$ cat config.mk
export PLATFORM = sky130hd
export DESIGN_NAME = sector_range_wall_follow_mode_flat
export DESIGN_NICKNAME = d
export VERILOG_FILES = /design/src/rtl/srwf_pkg.sv /design/src/rtl/srwf_req_if.sv /design/src/rtl/srwf_rsp_if.sv /design/src/rtl/srwf_decide.sv /design/src/rtl/sector_range_wall_follow_mode.sv /design/src/flat_wrapper.sv
export SDC_FILE = /design/constraint.sdc
export NUM_CORES = 1
export LEC_CHECK = 0
export BUFFER_PORTS_ARGS = -buffer_cell sky130_fd_sc_hd__buf_2
export CAP_MARGIN = 20
export CORE_MARGIN = 3
export CORE_UTILIZATION = 25
export CTS_CLUSTER_SIZE = 8
export DETAILED_ROUTE_END_ITERATION = 6
export PLACE_DENSITY = 0.4
export SLEW_MARGIN = 25
export SYNTH_ARGS = -nofsm -noshare
export SYNTH_HDL_FRONTEND = slang
export SYNTH_SLANG_ARGS = --single-unit
$ cat constraint.sdc
create_clock -name clock -period 13.5 [get_ports clock]
set_clock_uncertainty 0.1 [all_clocks]
set_input_delay 1.35 -clock clock [delete_from_list [all_inputs] [get_ports clock]]
set_output_delay 1.35 -clock clock [all_outputs]
set_load 0.01 [all_outputs]
$ cat src/rtl/srwf_pkg.sv
// Shared types, register codes and speed tables for the sector range wall-follow block.
package srwf_pkg;

   // Motion modes chosen at the end of each scan
   typedef enum logic [1:0] {
      MODE_FIND_WALL     = 2'd0,
      MODE_TURN_LEFT     = 2'd1,
      MODE_STRAIGHT_LEFT = 2'd2,
      MODE_BACKWARDS     = 2'd3
   } mode_type;

   // Configuration register indexes
   typedef enum logic [1:0] {
      CSR_NEAR_THRESHOLD = 2'd0,
      CSR_CLEAR_MARGIN   = 2'd1,
      CSR_HIT_THRESHOLD  = 2'd2,
      CSR_SAMPLES        = 2'd3
   } csr_index_type;

   localparam int CSR_INDEX_BITS = 2;
   localparam int CSR_DATA_BITS  = 16;
   localparam int THRESH_BITS    = 16;
   localparam int SAMPLES_BITS   = 12;
   localparam int SPLIT_BITS     = 11;  // floor(4095/3) = 1365
   localparam int SPLIT2_BITS    = 12;  // 2 * 1365 = 2730
   localparam int LIN_BITS       = 11;
   localparam int ANG_BITS       = 12;

   // Reset values of the configuration registers
   localparam logic [THRESH_BITS-1:0]  NEAR_RESET    = 16'd500;
   localparam logic [THRESH_BITS-1:0]  MARGIN_RESET  = 16'd200;
   localparam logic [THRESH_BITS-1:0]  HIT_RESET     = 16'd100;
   localparam logic [SAMPLES_BITS-1:0] SAMPLES_RESET = 12'd360;
   localparam logic [SPLIT_BITS-1:0]   SPLIT_RESET   = 11'd120;
   localparam logic [SPLIT2_BITS-1:0]  SPLIT2_RESET  = 12'd240;

   // floor(x/3) for 12-bit x as (x * 2731) >> 13
   localparam int DIV3_MULT_BITS = 12;
   localparam int DIV3_PROD_BITS = SAMPLES_BITS + DIV3_MULT_BITS;
   localparam logic [DIV3_MULT_BITS-1:0] DIV3_MULT = 12'd2731;
   localparam int DIV3_SHIFT = 13;

   // Threshold registers as seen by the decision logic
   typedef struct packed {
      logic [THRESH_BITS-1:0] near_mm;
      logic [THRESH_BITS-1:0] margin_mm;
      logic [THRESH_BITS-1:0] hit_mm;
   } thresh_type;

   // Linear speed command per mode, mm/s
   function automatic logic signed [LIN_BITS-1:0] lin_speed(input mode_type m);
      logic signed [LIN_BITS-1:0] v;
      case (m)
         MODE_FIND_WALL:     v = 11'sd300;
         MODE_TURN_LEFT:     v = 11'sd0;
         MODE_STRAIGHT_LEFT: v = 11'sd750;
         MODE_BACKWARDS:     v = -11'sd1000;
         default:            v = 11'sd0;
      endcase
      return v;
   endfunction

   // Angular speed command per mode, mrad/s
   function automatic logic signed [ANG_BITS-1:0] ang_speed(input mode_type m);
      logic signed [ANG_BITS-1:0] v;
      case (m)
         MODE_FIND_WALL:     v = -12'sd1500;
         MODE_TURN_LEFT:     v = 12'sd1000;
         MODE_STRAIGHT_LEFT: v = 12'sd100;
         MODE_BACKWARDS:     v = 12'sd0;
         default:            v = 12'sd0;
      endcase
      return v;
   endfunction

endpackage

$ cat src/rtl/srwf_req_if.sv
// Range sample channel: valid/ready with one sample per transaction.
interface srwf_req_if #(
   parameter int RANGE_BITS = 16
);
   logic                  valid;
   logic                  ready;
   logic [RANGE_BITS-1:0] range_mm;
   logic                  scan_start;

   modport source (output valid, output range_mm, output scan_start, input ready);
   modport sink   (input valid, input range_mm, input scan_start, output ready);
endinterface

$ cat src/rtl/srwf_rsp_if.sv
// Motion command channel: valid/ready with one mode and speed pair per transaction.
interface srwf_rsp_if;
   logic                                      valid;
   logic                                      ready;
   srwf_pkg::mode_type                        mode;
   logic signed [srwf_pkg::LIN_BITS-1:0]      linear_speed_mm_s;
   logic signed [srwf_pkg::ANG_BITS-1:0]      angular_speed_mrad_s;

   modport source (output valid, output mode, output linear_speed_mm_s,
                   output angular_speed_mrad_s, input ready);
   modport sink   (input valid, input mode, input linear_speed_mm_s,
                   input angular_speed_mrad_s, output ready);
endinterface

$ cat src/rtl/srwf_decide.sv
// Ordered threshold chain that picks the motion mode from the three sector minima.
module srwf_decide #(
   parameter int RANGE_BITS = 16
) (
   input  srwf_pkg::thresh_type   thr,
   input  logic [RANGE_BITS-1:0]  right_min,
   input  logic [RANGE_BITS-1:0]  front_min,
   input  logic [RANGE_BITS-1:0]  left_min,
   input  srwf_pkg::mode_type     prev_mode,
   output srwf_pkg::mode_type     mode
);

   // Compare width covers the ranges and the 17-bit near+margin sum
   localparam int CW = (RANGE_BITS > srwf_pkg::THRESH_BITS + 1) ?
                       RANGE_BITS : srwf_pkg::THRESH_BITS + 1;

   logic [CW-1:0] f, l, r, t, c, h;

   assign f = CW'(front_min);
   assign l = CW'(left_min);
   assign r = CW'(right_min);
   assign t = CW'(thr.near_mm);
   assign c = CW'(thr.near_mm) + CW'(thr.margin_mm);
   assign h = CW'(thr.hit_mm);

   // First test that holds wins; otherwise keep the previous mode
   always_comb begin
      if (f > t && l > t && r > t) begin
         mode = srwf_pkg::MODE_FIND_WALL;
      end else if (f < t && l > c && r > c) begin
         mode = srwf_pkg::MODE_TURN_LEFT;
      end else if (f > t && l > t && r < t) begin
         mode = srwf_pkg::MODE_STRAIGHT_LEFT;
      end else if (f > t && l < t && r > t) begin
         mode = srwf_pkg::MODE_FIND_WALL;
      end else if (f < t && l > c && r < t) begin
         mode = srwf_pkg::MODE_TURN_LEFT;
      end else if (f < t && l < t && r > t) begin
         mode = srwf_pkg::MODE_FIND_WALL;
      end else if (f < t && l < t && r < t) begin
         mode = srwf_pkg::MODE_TURN_LEFT;
      end else if (f > t && l < t && r < t) begin
         mode = srwf_pkg::MODE_FIND_WALL;
      end else if (f <= h || l <= h || r <= h) begin
         mode = srwf_pkg::MODE_BACKWARDS;
      end else begin
         mode = prev_mode;
      end
   end

endmodule

$ cat src/rtl/sector_range_wall_follow_mode.sv
// Top level: sector minima tracking over a range scan and motion mode selection.
// A sample waits in the input register until the result register is free or drained;
//   a sample that ends a scan then loads the command. Throughput: one sample per clock
//   unless a command stalls, set by the single min-compare and decision pass.
// Reset (synchronous): registers to defaults, minima to all ones, index to 0,
//   mode to find wall, both pipeline stages empty.
module sector_range_wall_follow_mode #(
   parameter int RANGE_BITS = 16,
   parameter int INDEX_BITS = 12
) (
   input  logic                                  clock,
   input  logic                                  reset,
   srwf_req_if.sink                              req,
   srwf_rsp_if.source                            rsp,
   input  logic                                  csr_we,
   input  logic [srwf_pkg::CSR_INDEX_BITS-1:0]   csr_index,
   input  logic [srwf_pkg::CSR_DATA_BITS-1:0]    csr_wdata
);

   // Index compare width: holds idx+1 and the 12-bit scan length
   localparam int IW = (INDEX_BITS + 1 > srwf_pkg::SAMPLES_BITS) ?
                       INDEX_BITS + 1 : srwf_pkg::SAMPLES_BITS;

   // Configuration
   logic [srwf_pkg::THRESH_BITS-1:0]    near_ff, near_in;
   logic [srwf_pkg::THRESH_BITS-1:0]    margin_ff, margin_in;
   logic [srwf_pkg::THRESH_BITS-1:0]    hit_ff, hit_in;
   logic [srwf_pkg::SAMPLES_BITS-1:0]   sps_ff, sps_in;
   logic [srwf_pkg::SPLIT_BITS-1:0]     split_ff, split_in;
   logic [srwf_pkg::SPLIT2_BITS-1:0]    split2_ff, split2_in;
   logic [srwf_pkg::DIV3_PROD_BITS-1:0] div3_prod;
   logic [srwf_pkg::SPLIT_BITS-1:0]     div3_quot;

   // Input stage
   logic                  in_valid_ff, in_valid_in;
   logic [RANGE_BITS-1:0] range_ff, range_in;
   logic                  start_ff, start_in;

   // Scan state
   logic [INDEX_BITS-1:0] idx_ff, idx_in;
   logic [RANGE_BITS-1:0] right_ff, right_in;
   logic [RANGE_BITS-1:0] front_ff, front_in;
   logic [RANGE_BITS-1:0] left_ff, left_in;
   srwf_pkg::mode_type    mode_ff, mode_in;

   // Output stage
   logic                  out_valid_ff, out_valid_in;
   srwf_pkg::mode_type    out_mode_ff, out_mode_in;

   // Datapath
   logic                  advance;
   logic                  process;
   logic [INDEX_BITS-1:0] idx_eff;
   logic [IW-1:0]         idx_ext;
   logic [IW-1:0]         idx_next;
   logic                  in_right, in_front, in_left;
   logic                  last;
   logic [RANGE_BITS-1:0] right_eff, front_eff, left_eff;
   logic [RANGE_BITS-1:0] right_new, front_new, left_new;
   srwf_pkg::mode_type    mode_next;
   srwf_pkg::thresh_type  thr;

   // Sector size from the scan length, by reciprocal multiply
   assign div3_prod = srwf_pkg::DIV3_PROD_BITS'(csr_wdata[srwf_pkg::SAMPLES_BITS-1:0]) *
                      srwf_pkg::DIV3_PROD_BITS'(srwf_pkg::DIV3_MULT);
   assign div3_quot = div3_prod[srwf_pkg::DIV3_SHIFT +: srwf_pkg::SPLIT_BITS];

   // Register writes
   always_comb begin
      near_in   = near_ff;
      margin_in = margin_ff;
      hit_in    = hit_ff;
      sps_in    = sps_ff;
      split_in  = split_ff;
      split2_in = split2_ff;
      if (csr_we) begin
         case (srwf_pkg::csr_index_type'(csr_index))
            srwf_pkg::CSR_NEAR_THRESHOLD: near_in   = csr_wdata;
            srwf_pkg::CSR_CLEAR_MARGIN:   margin_in = csr_wdata;
            srwf_pkg::CSR_HIT_THRESHOLD:  hit_in    = csr_wdata;
            srwf_pkg::CSR_SAMPLES: begin
               sps_in    = csr_wdata[srwf_pkg::SAMPLES_BITS-1:0];
               split_in  = div3_quot;
               split2_in = {div3_quot, 1'b0};
            end
            default: ;
         endcase
      end
   end

   // Handshake: a stage moves whenever the result register is free or drained
   assign advance   = !out_valid_ff || rsp.ready;
   assign req.ready = !in_valid_ff || advance;
   assign process   = in_valid_ff && advance;

   // Input register
   always_comb begin
      in_valid_in = in_valid_ff;
      range_in    = range_ff;
      start_in    = start_ff;
      if (req.ready) begin
         in_valid_in = req.valid;
         if (req.valid) begin
            range_in = req.range_mm;
            start_in = req.scan_start;
         end
      end
   end

   // Scan start clears the state ahead of this sample
   assign idx_eff   = start_ff ? '0 : idx_ff;
   assign right_eff = start_ff ? '1 : right_ff;
   assign front_eff = start_ff ? '1 : front_ff;
   assign left_eff  = start_ff ? '1 : left_ff;

   // Sector select and end of scan
   assign idx_ext  = IW'(idx_eff);
   assign idx_next = idx_ext + IW'(1);
   assign in_right = idx_ext < IW'(split_ff);
   assign in_front = !in_right && (idx_ext < IW'(split2_ff));
   assign in_left  = !in_right && !in_front;
   assign last     = idx_next >= IW'(sps_ff);

   // Running minima
   assign right_new = (in_right && range_ff < right_eff) ? range_ff : right_eff;
   assign front_new = (in_front && range_ff < front_eff) ? range_ff : front_eff;
   assign left_new  = (in_left  && range_ff < left_eff)  ? range_ff : left_eff;

   assign thr.near_mm   = near_ff;
   assign thr.margin_mm = margin_ff;
   assign thr.hit_mm    = hit_ff;

   srwf_decide #(
      .RANGE_BITS (RANGE_BITS)
   ) u_decide (
      .thr       (thr),
      .right_min (right_new),
      .front_min (front_new),
      .left_min  (left_new),
      .prev_mode (mode_ff),
      .mode      (mode_next)
   );

   // Scan state and result register updates
   always_comb begin
      idx_in       = idx_ff;
      right_in     = right_ff;
      front_in     = front_ff;
      left_in      = left_ff;
      mode_in      = mode_ff;
      out_mode_in  = out_mode_ff;
      out_valid_in = advance ? (process && last) : out_valid_ff;
      if (process) begin
         if (last) begin
            idx_in      = '0;
            right_in    = '1;
            front_in    = '1;
            left_in     = '1;
            mode_in     = mode_next;
            out_mode_in = mode_next;
         end else begin
            idx_in   = idx_next[INDEX_BITS-1:0];
            right_in = right_new;
            front_in = front_new;
            left_in  = left_new;
         end
      end
   end

   // Control and state registers
   always_ff @(posedge clock) begin
      if (reset) begin
         near_ff      <= srwf_pkg::NEAR_RESET;
         margin_ff    <= srwf_pkg::MARGIN_RESET;
         hit_ff       <= srwf_pkg::HIT_RESET;
         sps_ff       <= srwf_pkg::SAMPLES_RESET;
         split_ff     <= srwf_pkg::SPLIT_RESET;
         split2_ff    <= srwf_pkg::SPLIT2_RESET;
         in_valid_ff  <= 1'b0;
         out_valid_ff <= 1'b0;
         idx_ff       <= '0;
         right_ff     <= '1;
         front_ff     <= '1;
         left_ff      <= '1;
         mode_ff      <= srwf_pkg::MODE_FIND_WALL;
      end else begin
         near_ff      <= near_in;
         margin_ff    <= margin_in;
         hit_ff       <= hit_in;
         sps_ff       <= sps_in;
         split_ff     <= split_in;
         split2_ff    <= split2_in;
         in_valid_ff  <= in_valid_in;
         out_valid_ff <= out_valid_in;
         idx_ff       <= idx_in;
         right_ff     <= right_in;
         front_ff     <= front_in;
         left_ff      <= left_in;
         mode_ff      <= mode_in;
      end
   end

   // Payload registers
   always_ff @(posedge clock) begin
      range_ff    <= range_in;
      start_ff    <= start_in;
      out_mode_ff <= out_mode_in;
   end

   // Result outputs
   assign rsp.valid                = out_valid_ff;
   assign rsp.mode                 = out_mode_ff;
   assign rsp.linear_speed_mm_s    = srwf_pkg::lin_speed(out_mode_ff);
   assign rsp.angular_speed_mrad_s = srwf_pkg::ang_speed(out_mode_ff);

`ifndef SYNTHESIS
   // A pending command always carries the current mode
   a_rsp_mode_current: assert property (@(posedge clock) disable iff (reset)
      rsp.valid |-> rsp.mode == mode_ff)
      else $error("pending command differs from current mode");

   // No scan can end while a command is stalled
   a_mode_held_on_stall: assert property (@(posedge clock) disable iff (reset)
      rsp.valid && !rsp.ready |=> $stable(mode_ff))
      else $error("mode changed while command stalled");

   // End of scan leaves cleared minima and index
   a_scan_cleared: assert property (@(posedge clock) disable iff (reset)
      process && last |=> idx_ff == '0 && right_ff == '1 && front_ff == '1 && left_ff == '1)
      else $error("scan state not cleared at end of scan");

   // Sector size is floor of the scan length over three
   a_split_exact: assert property (@(posedge clock) disable iff (reset)
      !$past(csr_we) |-> (14'(split_ff) * 14'd3 <= 14'(sps_ff)) &&
                         (14'(split_ff) * 14'd3 + 14'd3 > 14'(sps_ff)) &&
                         (split2_ff == {split_ff, 1'b0}))
      else $error("sector size does not match scan length");
`endif

endmodule
$ cat src/flat_wrapper.sv
// flat-port wrapper written by rule: the top's interface ports become plain ports
module sector_range_wall_follow_mode_flat 
#(
   parameter int RANGE_BITS = 16,
   parameter int INDEX_BITS = 12
)
  (clock, reset, csr_we, csr_index, csr_wdata, req_valid, req_range_mm, req_scan_start, req_ready, rsp_valid, rsp_mode, rsp_linear_speed_mm_s, rsp_angular_speed_mrad_s, rsp_ready);
  srwf_req_if #(.RANGE_BITS(RANGE_BITS)) req_i ();
  srwf_rsp_if rsp_i ();
  input  logic clock;
  input  logic reset;
  input  logic csr_we;
  input  logic [srwf_pkg::CSR_INDEX_BITS-1:0] csr_index;
  input  logic [srwf_pkg::CSR_DATA_BITS-1:0] csr_wdata;
  input wire logic [$bits(req_i.valid)-1:0] req_valid;
  input wire logic [$bits(req_i.range_mm)-1:0] req_range_mm;
  input wire logic [$bits(req_i.scan_start)-1:0] req_scan_start;
  output wire logic [$bits(req_i.ready)-1:0] req_ready;
  output wire logic [$bits(rsp_i.valid)-1:0] rsp_valid;
  output wire logic [$bits(rsp_i.mode)-1:0] rsp_mode;
  output wire logic [$bits(rsp_i.linear_speed_mm_s)-1:0] rsp_linear_speed_mm_s;
  output wire logic [$bits(rsp_i.angular_speed_mrad_s)-1:0] rsp_angular_speed_mrad_s;
  input wire logic [$bits(rsp_i.ready)-1:0] rsp_ready;
  assign req_i.valid = req_valid;
  assign req_i.range_mm = req_range_mm;
  assign req_i.scan_start = req_scan_start;
  assign req_ready = req_i.ready;
  assign rsp_valid = rsp_i.valid;
  assign rsp_mode = rsp_i.mode;
  assign rsp_linear_speed_mm_s = rsp_i.linear_speed_mm_s;
  assign rsp_angular_speed_mrad_s = rsp_i.angular_speed_mrad_s;
  assign rsp_i.ready = rsp_ready;
  sector_range_wall_follow_mode #(.RANGE_BITS(RANGE_BITS), .INDEX_BITS(INDEX_BITS)) u_core (.clock(clock), .reset(reset), .req(req_i), .rsp(rsp_i), .csr_we(csr_we), .csr_index(csr_index), .csr_wdata(csr_wdata));
endmodule
# [Word level (Yosys, flattened, before mapping)]
# Cells that the tools add are included.
[word_totals] word_cells=98 regBits=154 input_bits=40
[op_classes] n_lt_le_gt_ge=17 eq_ne=6 reduce_logical=35 muxes=22 n_addsub=2 multipliers=1
[ops] operator="16-bit two-way mux" n=9
[ops] operator="16-bit < comparator" n=6
[ops] operator="16-bit > comparator" n=3
[ops] operator="16-bit less-or-equal comparator" n=3
[ops] operator="12-bit one-hot mux with 4 select lines" n=1
[ops] operator="11-bit one-hot mux with 4 select lines" n=1
[ops] operator="16-bit by 17-bit > comparator with 1-bit output" n=2
[ops] operator="12-bit by 12-bit multiplier with 24-bit output (second input constant)" n=1
[ops] operator="12-bit two-way mux" n=2
[ops] operator="1-bit logical AND" n=19
[ops] operator="2-bit two-way mux" n=9
[ops] operator="16-bit by 16-bit adder with 17-bit output" n=1
[ops] operator="12-bit by 1-bit adder with 13-bit output (second input constant)" n=1
[ops] operator="13-bit by 12-bit >= comparator with 1-bit output" n=1
[ops] operator="12-bit by 11-bit < comparator with 1-bit output" n=1
[ops] operator="12-bit < comparator" n=1
[ops] operator="2-bit AND reduction" n=6
[ops] operator="2-bit == test (second input constant)" n=4
[ops] operator="2-bit by 1-bit == test with 1-bit output (second input constant)" n=2
[ops] operator="1-bit zero test" n=4
[ops] operator="2-bit zero test" n=2
[ops] operator="1-bit logical OR" n=4

# [Depth between registers and ports, before layout]
[logic_depth] word_depth=20 depth_mapped=25

# [Cells and area by module]
# From an unflattened synthesis, not the netlist that was laid out.
[hier_totals] hier_cells=1689 area_unflattened_um2=14345.0
[modules_own_cells] module="sector_range_wall_follow_mode" n_inst=1 seq_area_each_um2=3273.1 area_each_um2=10591.4 cells_each=1221
[modules_own_cells] module="srwf_decide" n_inst=1 seq_area_each_um2=0.0 area_each_um2=3753.6 cells_each=468

# [Worst setup path after synthesis]
# Ideal clock, no wire load.
[synth_timing] kind="input port to flip-flop" startpoint="input csr_wdata[1] (netlist name)" endpoint="register u_core.split2_ff[11] (netlist name)" slack_ps=7515 setup_ps=91 required_time_ps=13309 path_stages=16 t_arrival_ps=5794 cell_sequence="ha_1 inv_1 fa_1 fa_1 inv_1 fa_1 fa_1 ha_1 a211oi_1 nand2_1 o211a_1 a41o_1 o41ai_4 o21ai_1 or3_1 a311oi_1"
[synth_via] elab_chain_len=1
[synth_lines] item="start: declaration" line="flat_wrapper.sv:14" source="input logic [srwf_pkg::CSR_DATA_BITS-1:0] csr_wdata;"
[synth_lines] item="12-bit by 12-bit multiplier with 24-bit output" line="sector_range_wall_follow_mode.sv:64" source="assign div3_prod = srwf_pkg::DIV3_PROD_BITS'(csr_wdata[srwf_pkg::SAMPLES_BITS-1:0]) *"
[synth_lines] item="end signal: assignment" line="sector_range_wall_follow_mode.sv:178" source="split2_ff <= srwf_pkg::SPLIT2_RESET;"
[synth_lines] item="end signal: assignment" line="sector_range_wall_follow_mode.sv:192" source="split2_ff <= split2_in;"
[synth_lines] item="end: declaration" line="sector_range_wall_follow_mode.sv:30" source="logic [srwf_pkg::SPLIT2_BITS-1:0] split2_ff, split2_in;"
# No other way between the ends.
# A chain may end at the register's enable or synchronous reset.

# [Worst setup path in the final report]
[layout_timing] startpoint="register u_core.start_ff" endpoint="register u_core.out_mode_ff[0] (netlist: u_core.rsp.mode[0]), data pin"
[layout_via] elab_chain_len=20
[layout_lines] item="start: declaration" line="sector_range_wall_follow_mode.sv:37" source="logic start_ff, start_in;"
[layout_lines] item="start signal: assignment" line="sector_range_wall_follow_mode.sv:206" source="start_ff <= start_in;"
[layout_lines] item="12-bit two-way mux" line="sector_range_wall_follow_mode.sv:111" source="assign idx_eff = start_ff ? '0 : idx_ff;"
[layout_lines] item="12-bit by 11-bit < comparator with 1-bit output" line="sector_range_wall_follow_mode.sv:119" source="assign in_right = idx_ext < IW'(split_ff);"
[layout_lines] item="1-bit zero test" line="sector_range_wall_follow_mode.sv:120, sector_range_wall_follow_mode.sv:121"
[layout_lines] item="1-bit logical AND" line="sector_range_wall_follow_mode.sv:120" source="assign in_front = !in_right && (idx_ext < IW'(split2_ff));"
[layout_lines] item="1-bit zero test" line="sector_range_wall_follow_mode.sv:121" source="assign in_left = !in_right && !in_front;"
[layout_lines] item="1-bit logical AND" line="sector_range_wall_follow_mode.sv:121"
[layout_lines] item="1-bit logical AND" line="sector_range_wall_follow_mode.sv:127" source="assign left_new = (in_left && range_ff < left_eff) ? range_ff : left_eff;"
[layout_lines] item="16-bit two-way mux" line="sector_range_wall_follow_mode.sv:127"
[layout_lines] item="[5 not listed]"
[layout_lines] item="2-bit two-way mux" line="srwf_decide.sv:40" source="end else if (f < t && l < t && r < t) begin"
[layout_lines] item="2-bit two-way mux" line="srwf_decide.sv:38" source="end else if (f < t && l < t && r > t) begin"
[layout_lines] item="2-bit two-way mux" line="srwf_decide.sv:36" source="end else if (f < t && l > c && r < t) begin"
[layout_lines] item="2-bit two-way mux" line="srwf_decide.sv:34" source="end else if (f > t && l < t && r > t) begin"
[layout_lines] item="2-bit two-way mux" line="srwf_decide.sv:32" source="end else if (f > t && l > t && r < t) begin"
[layout_lines] item="2-bit two-way mux" line="srwf_decide.sv:30" source="end else if (f < t && l > c && r > c) begin"
[layout_lines] item="2-bit two-way mux *" line="srwf_decide.sv:28" source="if (f > t && l > t && r > t) begin"
[layout_lines] item="named net u_core.mode_next[0]" line="sector_range_wall_follow_mode.sv:60" source="srwf_pkg::mode_type mode_next;"
[layout_lines] item="end signal: assignment" line="sector_range_wall_follow_mode.sv:207" source="out_mode_ff <= out_mode_in;"
[layout_lines] item="end: declaration" line="sector_range_wall_follow_mode.sv:48" source="srwf_pkg::mode_type out_mode_ff, out_mode_in;"
# Mark *: on every way through the listed nets, which the timed path passes. The rest lies on a longest branch.

==> impl_metrics.env <==
export IMPL_drc=0
export IMPL_die_y_microns=249
export IMPL_h_tree_depth=4
export IMPL_p_int_uw=1020
export IMPL_finalCriticalPeriod_ns=6.86
export IMPL_gr_total_overflow=0
export IMPL_power_frac_seq_pct=31.3
export IMPL_routed_wl_microns=48900
export IMPL_synth_area_mux_share_pct=1.08
export IMPL_drtIter0Drc=675
export IMPL_cts_resized_gates=0
export IMPL_yosysWarnings=0
export IMPL_slew_viol_final=0
export IMPL_postRouteAntennaNets=0
export IMPL_hold_buffers=0
export IMPL_worstPathRequired_ns=13.63
export IMPL_place_congestion=0.828
export IMPL_cpMostUsedCell="o21a_1"
export IMPL_cts_sinks=154
export IMPL_cpMaxStageDelayCell="a2111o_1"
export IMPL_synth_xor_area_share_pct=1.78
export IMPL_path_max_fanout=45
export IMPL_hold_viol_final=0
export IMPL_synth_adder_area_share_pct=31.3
export IMPL_yosysSeqAreaShare_pct=22.2
export IMPL_insertion_delay_ns=0.48
export IMPL_power_frac_comb_pct=38.4
export IMPL_grt_max_degree=74
export IMPL_worst_ir_drop_vdd_mv=0.0708
export IMPL_status="complete, no violations"
export IMPL_p_clk_share_pct=30.3
export IMPL_synth_area_sq_mm=0.0148
export IMPL_p_leak_uw=0.00735
export IMPL_nets=2187
export IMPL_synth_async_sr_flop_share_pct=0
export IMPL_grt_setup_unrepaired="no"
export IMPL_final_common_cell="ha_1"
export IMPL_die_w_microns=249
export IMPL_core_area_sq_mm=0.0580
export IMPL_antenna_found_initial=1
export IMPL_ios=67
export IMPL_clkTransAtPathRegs_ns=0.07
export IMPL_postLayoutCoreUtil_pct=28.2
export IMPL_io_buffers=61
export IMPL_synth_edf_count=19
export IMPL_critPathMaxStageDelay_ns=0.81
export IMPL_mostFrequentLayoutCells="ha_1 (303), nand2_1 (187), inv_1 (181)"
export IMPL_vias=12700
export IMPL_syn_to_final_growth_pct=10.9
export IMPL_postCtsSetupBuffers=0
export IMPL_p_sw_share_pct=37.5
export IMPL_grt_pass1_vias=12800
export IMPL_synth_seq_cells=154
export IMPL_period_share_pct=50.8
export IMPL_path_cells="buf_4, buf_4, nor2_1, ha_1, nand4_1, a2111oi_0, a221oi_1, a211oi_1, a2111o_1, mux2i_1, ha_1, a21oi_1, o21a_1, o2bb2ai_1, a211o_1, or4_1, o221a_2, o21a_1, o21a_1"
export IMPL_first_pass_iters=6
export IMPL_synth_cell_types=75
export IMPL_setup_tns_ns=0
export IMPL_critPathKind="reg -> reg"
export IMPL_vias_per_cell=4.92
export IMPL_grt_pass1_wl_microns=76000
export IMPL_cts_max_path_buffers=2
export IMPL_drive_above_1_share_pct=7.65
export IMPL_synth_simple_area_share_pct=18.1
export IMPL_rows=88
export IMPL_relSlewSlack_pct=36.0
export IMPL_setup_violations=0
export IMPL_synth_top_family_by_area="adder cells"
export IMPL_wl_per_cell_microns=19.0
export IMPL_die_area_sq_mm=0.0620
export IMPL_start_util_pct=25.5
export IMPL_hold_path_class="reg -> reg"
export IMPL_cts_buffers=17
export IMPL_power_density_mw_per_mm2=99.7
export IMPL_crit_path_start_kind="flip-flop"
export IMPL_synth_area_per_cell_sq_um=8.29
export IMPL_tightest_slew_ns=0.960
export IMPL_synth_ff_type="dfxtp_1"
export IMPL_clockRootBuffer="clkbuf_16"
export IMPL_synth_compound_area_share_pct=18.2
export IMPL_worstSetupEndpointType="flip-flop"
export IMPL_cts_tree="built"
export IMPL_cap_violations=0
export IMPL_worstPathArrival_ns=6.99
export IMPL_switching_power_uw=612
export IMPL_fmax_mhz=146
export IMPL_dp_hpwl_microns=38300
export IMPL_grtUsageTotal_pct=15.8
export IMPL_syn_inst=1782
export IMPL_diodes=0
-- path summary, 6_finish.rpt --
kind,end,slack (ns),start,depth (start not counted)
worst max-delay path,u_core.rsp.mode[0],6.64,u_core.start_ff,19
worst min-delay path,u_core.idx_ff[11],0.35,u_core.idx_ff[11],2
worst max register to register,u_core.rsp.mode[0],6.64,u_core.start_ff,19
worst min register to register,u_core.idx_ff[11],0.35,u_core.idx_ff[11],2
-- flip-flops by register name (all words and copies together), names as in the netlist --
signal and cells:
u_core.front_ff 16, u_core.hit_ff 16, u_core.left_ff 16, u_core.margin_ff 16, u_core.near_ff 16, u_core.range_ff 16, u_core.right_ff 16, u_core.idx_ff 12
u_core.sps_ff 12, u_core.split2_ff 11, u_core.mode_ff 2, u_core.rsp.mode 2, u_core.in_valid_ff 1, u_core.rsp.valid 1, u_core.start_ff 1
-- per-stage QoR --
stage               cell area, sq um  setup WS (ns)  instances  hold slack [ns]  power (uW)
finish                         16400           6.64       2581            0.350        1630
global placement               15800           6.82       2549            0.341        1150
floorplan                      14800           7.51       1786            0.332         979
CTS                            16400           6.64       2581            0.352        1660
detailed placement             15800           6.69       2549            0.343        1150
global route                   16400           6.29       2581            0.372        1770
-- power groups by stage --
stage	Combinational [uW]	Sequential [uW]	Clock (uW)
2_1_floorplan	469	510	0
3_3_place_gp	626	521	0
3_5_place_dp	631	521	0
4_1_cts	637	511	513
5_1_grt	728	514	527
6_report	627	511	495
-- cell usage after synthesis (18+ instances only) --
cell	count	share of area [%]
nand4_1	51	2.2
a21oi_1	170	5.8
nor3_1	48	1.6
o211ai_1	29	1.5
fa_1	41	5.6
nor2b_1	22	0.93
nand3_1	63	2.1
or3_1	18	0.76
a21o_1	35	1.8
ha_1	303	26
o21a_1	18	0.91
o21ai_0	53	1.8
nand2_1	188	4.8
buf_4	19	0.97
edfxtp_1	19	3.9
dfxtp_1	135	18
nor2_1	113	2.9
a211o_1	18	1.1
clkbuf_1	45	1.1
inv_1	181	4.6
-- logic make-up after synthesis --
family | Yosys count
xor gates and xnor gates | 30
buffers and inverters | 265
other | 1
adders and majority gates | 345
and+or+nand+nor | 562
DFF | 154
muxes | 16
AOI/OAI and AO/OA | 409
-- routing by layer --
layer	vias to the layer above	share of wire, %	track usage (%)
li1	6391	-	-
met2	204	47	26.0
met3	46	3.2	2.64
met4	0	1.8	4.05
met5	-	0	0
met1	6070	48	21.5
-- worst max-delay path, delay by kind of cell, from the launching register on --
family | cells | cell delay (ns)
flops | 1 | 0.32
buf+inv | 2 | 0.89
mux | 1 | 0.59
simple gates | 3 | 0.77
fa+ha+maj | 2 | 0.69
compound gates | 11 | 3.22
-- layout make-up --
class                           instances  area [sq um]
Tap cell                              765           957
Clock inverter                         13           145
Clock buffer                           19           433
Sequential cell                       154          3270
Multi-Input combinational cell       1367         10400
Inverter                              182           683
Timing Repair Buffer                   81           455
Fill cell                            6267         41600
Power figures use the tool's default switching activity.
